==> config.mk <==
export PLATFORM = sky130hd
export DESIGN_NAME = fde_ctrl
export DESIGN_NICKNAME = d
export VERILOG_FILES = /design/src/rtl/fde_pkg.sv /design/src/rtl/fde_ctrl.sv
export SDC_FILE = /design/constraint.sdc
export NUM_CORES = 1
export LEC_CHECK = 0
export ABC_AREA = 0
export ABC_CLOCK_PERIOD_IN_PS = 2380
export BUFFER_PORTS_ARGS = -buffer_cell sky130_fd_sc_hd__buf_2
export CAP_MARGIN = 20
export CORE_AREA = 2 2 39 41
export DETAILED_ROUTE_END_ITERATION = 8
export DIE_AREA = 0 0 41 43
export PLACE_DENSITY = 0.34
export SYNTH_ARGS = -nofsm -noshare
export SYNTH_HDL_FRONTEND = slang
export SYNTH_SLANG_ARGS = --single-unit
==> constraint.sdc <==
create_clock -name clk -period 2.38 [get_ports clk]
set_clock_uncertainty 0.05 [all_clocks]
set_input_delay 0.238 -clock clk [delete_from_list [all_inputs] [get_ports clk]]
set_output_delay 0.238 -clock clk [all_outputs]
set_load 0.1 [all_outputs]
==> src/rtl/fde_pkg.sv <==
`default_nettype none

package fde_pkg;

  // default sizes
  localparam int MAX_DELAY_DEF   = 4096;
  localparam int CHANNELS_DEF    = 2;
  localparam int SAMPLE_BITS_DEF = 16;

  // register and field widths
  localparam int CHAN_W     = 1;
  localparam int DELAY_W    = 12;
  localparam int GAIN_W     = 16;
  localparam int CFG_IDX_W  = 2;
  localparam int CFG_DATA_W = 16;

  // register indexes
  localparam logic [CFG_IDX_W-1:0] REG_DELAY    = 2'd0;
  localparam logic [CFG_IDX_W-1:0] REG_MIX      = 2'd1;
  localparam logic [CFG_IDX_W-1:0] REG_FEEDBACK = 2'd2;

  // register reset values
  localparam logic [DELAY_W-1:0] DELAY_RST = 12'd1;
  localparam logic [GAIN_W-1:0]  GAIN_RST  = 16'd0;

  // q1.15 gain arithmetic
  localparam logic [GAIN_W-1:0] GAIN_ONE   = 16'h8000;
  localparam int                GAIN_SHIFT = 15;
  localparam int                ROUND_HALF = 16384;

  // controller to datapath commands
  typedef struct packed {
    logic accept;
    logic mul_fb;
    logic wr_store;
    logic mul_mix;
    logic ld_out;
  } cmd_t;

endpackage

`default_nettype wire

==> src/rtl/fde_ctrl.sv <==
`default_nettype none

module fde_ctrl (
  input  wire logic          clk,
  input  wire logic          rst,
  input  wire logic          in_valid,
  output logic               in_stall,
  output logic               out_valid,
  input  wire logic          out_stall,
  output fde_pkg::cmd_t      cmd
);

  localparam logic [2:0] S_IDLE = 3'd0;
  localparam logic [2:0] S_FB   = 3'd1;
  localparam logic [2:0] S_WET  = 3'd2;
  localparam logic [2:0] S_MIX  = 3'd3;
  localparam logic [2:0] S_OUT  = 3'd4;

  logic [2:0] state;
  logic [2:0] state_next;
  logic       out_free;
  logic       out_valid_next;

  // output register can take a new item
  assign out_free = !out_valid || !out_stall;
  assign in_stall = (state != S_IDLE);

  // sequencing of one item
  always_comb begin
    state_next = state;
    cmd        = '0;
    unique case (state)
      S_IDLE: begin
        if (in_valid) begin
          cmd.accept = 1'b1;
          state_next = S_FB;
        end
      end
      S_FB: begin
        cmd.mul_fb = 1'b1;
        state_next = S_WET;
      end
      S_WET: begin
        cmd.wr_store = 1'b1;
        state_next   = S_MIX;
      end
      S_MIX: begin
        cmd.mul_mix = 1'b1;
        state_next  = S_OUT;
      end
      S_OUT: begin
        if (out_free) begin
          cmd.ld_out = 1'b1;
          state_next = S_IDLE;
        end
      end
      default: begin
        state_next = S_IDLE;
      end
    endcase
  end

  // output valid flag
  always_comb begin
    out_valid_next = out_valid;
    if (cmd.ld_out) begin
      out_valid_next = 1'b1;
    end else if (!out_stall) begin
      out_valid_next = 1'b0;
    end
  end

  always_ff @(posedge clk) begin
    if (rst) begin
      state     <= S_IDLE;
      out_valid <= 1'b0;
    end else begin
      state     <= state_next;
      out_valid <= out_valid_next;
    end
  end

endmodule

`default_nettype wire

## Yosys cells after proc, flatten, opt, wreduce, memory -nomap -nowiden

Cells that the tools add are included.
Widths: inputs -> output; s select.

| word-level totals | value |
|---|---|
| bits in latches | 0 |
| output and inout port bits | 7 |
| register bits | 4 |
| bits in writable memories | 0 |
| word-level logic and storage cells | 27 |
| input port bits | 4 |
| memory bits (read-only) | 0 |
| memories kept | 0 |

| operators by class | value |
|---|---|
| shifts and indexed selects | 0 |
| $lt $le $gt $ge | 0 |
| eq/ne operators | 7 |
| add/sub/neg operators | 0 |
| reductions and logical operators | 6 |
| muxes and demuxes | 12 |
| bitwise operators | 0 |
| multiply operators | 0 |
| divide/modulo/power cells | 0 |

Operators with widths:

| operator | number |
|---|---|
| $pmux 3 s5 | 1 |
| $mux 1 | 9 |
| $eq 3x2->1 const B | 2 |
| $mux 3 | 2 |
| $ne 2x2->1 const B | 2 |
| $eq 3x1->1 const B | 1 |
| $eq 3x3->1 const B | 1 |
| $logic_not 3->1 | 1 |
| $reduce_bool 3->1 | 1 |
| $logic_not 1->1 | 2 |
| $ne 2x1->1 const B | 1 |
| $reduce_and 2->1 | 1 |
| $logic_or 1x1->1 | 1 |

## Logic depth before layout (Yosys ltp)

| depth | value |
|---|---|
| word-level depth | 5 |
| gate-level depth with buffers | 3 |

## Worst setup path after synthesis

OpenSTA, ideal clock, no wires.

| timing | value |
|---|---|
| kind | register to output |
| from | register state[0] |
| to | output port cmd[3] (netlist name) |
| required time | 2.092 ns |
| setup slack | -0.547 ns |
| arrival time | 2.639 ns |
| path buffers | 0 |
| stages on the path, launching flop included | 2 |
| cell sequence | dfxtp_1 > nor3b_1 |

RTL lines:

| what | RTL line | text |
|---|---|---|
| start: declaration | fde_ctrl.sv:19 | `logic [2:0] state;` |
| start signal: assignment | fde_ctrl.sv:78 | `state <= state_next;` |
| end: declaration | fde_ctrl.sv:10 | `output fde_pkg::cmd_t cmd` |

==> impl_metrics.sql <==
INSERT INTO impl_metrics (metric_group, metric, value, unit) VALUES
('final_layout', 'syn_to_final_growth', '43.8', '%'),
('floorplan', 'fp_rows', '14', ''),
('sta', 'finalMaxSlewViolations', '0', ''),
('setup_path', 'timing.critical_path.from_type', 'flip-flop', ''),
('drt', 'postRouteAntennaNets', '0', ''),
('yosys', 'ys_ff_latch', '4', ''),
('cts', 'htree_num_levels', '1', ''),
('placed_design', 'finalWeightedCongestion', '0.695', ''),
('global_route', 'grt_pass1_wl', '724', 'um'),
('cts', 'postCtsHoldBufs', '0', ''),
('cts', 'clock_tree_from_tritoncts', 'yes', ''),
('sta', 'finish_stage_setup_viols', '0', ''),
('drt', 'detailed_route_wirelength_on_metal2', '234', 'um'),
('cts', 'cts_buffers', '3', ''),
('placed_design', 'placed_area', '265', 'um2'),
('sta', 'final_hold_viol_count', '0', ''),
('setup_path', 'worst_path_max_delay_cell', 'buf_2', ''),
('setup_path', 'critical_path_arrival', '1.63', 'ns'),
('floorplan', 'start_util', '14.5', '%'),
('floorplan', 'core_area', '0.00138', 'mm2'),
('cts', 'cts_resized', '0', ''),
('run', 'drv.max_cap_violation_count', '0', ''),
('drt', 'route.vias.total', '186', ''),
('run_status', 'run_status', 'complete, no violations', ''),
('setup_path', 'cp_max_stage_delay', '0.43', 'ns'),
('placed_design', 'buffer_ports.inserted', '10', ''),
('pwr', 'power_density', '969', 'mW/mm2'),
('setup_path', 'timing.rr.end', 'state[2]', ''),
('floorplan', 'io_pins', '11', ''),
('setup_path', 'timing.critical_path.max_delay_family', 'buffers and inverters', ''),
('setup_path', 'cp_data_required_time', '2.09', 'ns'),
('final_layout', 'fraction_of_layout_instances_using_a_drive_strength_above_1', '54.5', '%'),
('global_route', 'grt_pass1_vias', '184', ''),
('drt', 'post-route-drc-count', '0', ''),
('cts', 'cts.root.buffer_cell', 'clkbuf_4', ''),
('global_route', 'grt.overflow.total', '0', ''),
('sta', 'unrepaired_setup_endpoints_after_global_routing', 'no', ''),
('global_route', 'number_of_antenna_violations_at_the_first_check_in_global_routing', '0', ''),
('yosys', 'yosysSeqAreaShare', '40.0', '%'),
('yosys', 'post_synth_inst_count', '21', ''),
('final_layout', 'design.final.nets', '39', ''),
('min_path', 'min_path_type', 'in2reg', ''),
('sta', 'peak_clock_frequency_supported_by_timing', '522', 'MHz'),
('sta', 'post_layout_min_period', '1.92', 'ns'),
('sta', 'actual_transition_at_the_worst_max_transition_pin', '0.489', 'ns'),
('global_route', 'globalRouteTotalUtil', '6.43', '%'),
('global_route', 'grt_start_max_net_pins', '9', ''),
('yosys', 'synth.net_count', '25', ''),
('drt', 'met3_length', '17', 'um'),
('floorplan', 'area_enclosed_by_the_die_boundary', '0.00176', 'mm2'),
('floorplan', 'dieWidth', '41', 'um'),
('drt', 'postRouteWirelength', '439', 'um'),
('final_layout', 'post_layout_nonfiller_instances', '49', ''),
('setup_path', 'cp_cell_instances', 'or3b_4, a21oi_1, buf_2', ''),
('drt', 'top_signal_layer_used', 'met3', ''),
('cts', 'cts.clk_slew.worst_paths', '0.04', 'ns'),
('sta', 'part_of_the_cycle_the_worst_path_needs', '80.5', '%'),
('drt', 'routed_via_density', '3.80', ''),
('setup_path', 'worst-r2r-setup-slack', '1.20', 'ns'),
('setup_path', 'critPathCaptureType', 'output pin', ''),
('drt', 'post_route_m1_wl', '187', 'um'),
('pwr', 'static-leakage-power', '0.136', 'nW'),
('final_layout', 'final_common_cell', 'buf_2', ''),
('pwr', 'worst_ir_drop_on_vdd', '192', 'uV'),
('cts', 'cts_setup_buffers', '0', ''),
('final_layout', 'final_core_util', '20.8', '%'),
('cts', 'later_pin_clock_latency_in_the_skew_report', '0.24', 'ns'),
('setup_path', 'crit_type', 'reg2out', ''),
('sta', 'final.hold.worst_slack', '0.175', 'ns'),
('cts', 'cts.path.max_buffers', '2', ''),
('final_layout', 'mostFrequentLayoutCells', 'buf_2 (10), dfxtp_1 (4), clkbuf_4 (3)', '');
==> cells in the mapped netlist, drive strengths merged <==
cell   n  share of area [%]
dfxtp  4                 40
nand2  1                1.9
inv    1                1.9
a21oi  2                5.0
nor4   1                3.1
nor3   1                2.5
or4bb  1                5.6
or3    1                3.8
nor3b  2                7.5
o31ai  1                6.2
xnor2  1                4.4
nor2   2                3.8
or3b   1                5.6
and3b  1                5.0
buf    1                3.8
==> how the worst max path moves through the flow <==
stage	to	startpoint
floorplan	cmd[3]	state[0]
global placement	cmd[0]	state[2]
detailed placement	cmd[0]	state[2]
CTS	cmd[0]	state[2]
global route	cmd[0]	state[2]
finish	cmd[0]	state[2]
==> metal layers <==
layer,track usage [%],vias to the layer above
li1,-,99
met1,7.42,85
met2,8.13,2
met3,3.14,0
met4,6.00,0
met5,0,-
==> cells by family after synthesis <==
| group | Yosys count | synth area share (%) |
|---|---|---|
| and+or+nand+nor | 11 | 38.7 |
| DFF | 4 | 40.0 |
| AOI/OAI and AO/OA | 3 | 11.2 |
| buffers and inverters | 2 | 5.62 |
| xor gates and xnor gates | 1 | 4.38 |
==> per-stage QoR <==
step / total power, mW / setup WS (ns)
3_3_place_gp: 0.192 / 0.691
5_1_grt: 0.287 / 0.380
2_1_floorplan: 0.177 / -0.547
6_report: 0.279 / 0.465
4_1_cts: 0.282 / 0.451
3_5_place_dp: 0.192 / 0.704
==> sequential cells by signal (all words and copies together) (netlist names) <==
signal / flops
out_valid: 1
state: 3
==> area by class of cell <==
| class | instances | area (um2) |
|---|---|---|
| clock buffer | 3 | 22.5 |
| timing repair buffer | 10 | 50.0 |
| tap | 16 | 20.0 |
| sequential | 4 | 80.1 |
| inverter | 1 | 3.75 |
| fill | 152 | 1100 |
| multi-input combinational | 15 | 111 |
==> where the power goes <==
group          switching [mW]  total, mW  internal [mW]
clock network          0.0314     0.0881         0.0567
logic                  0.0908      0.111         0.0199
registers             0.00817     0.0801         0.0720
(Power assumes the default switching activity.)
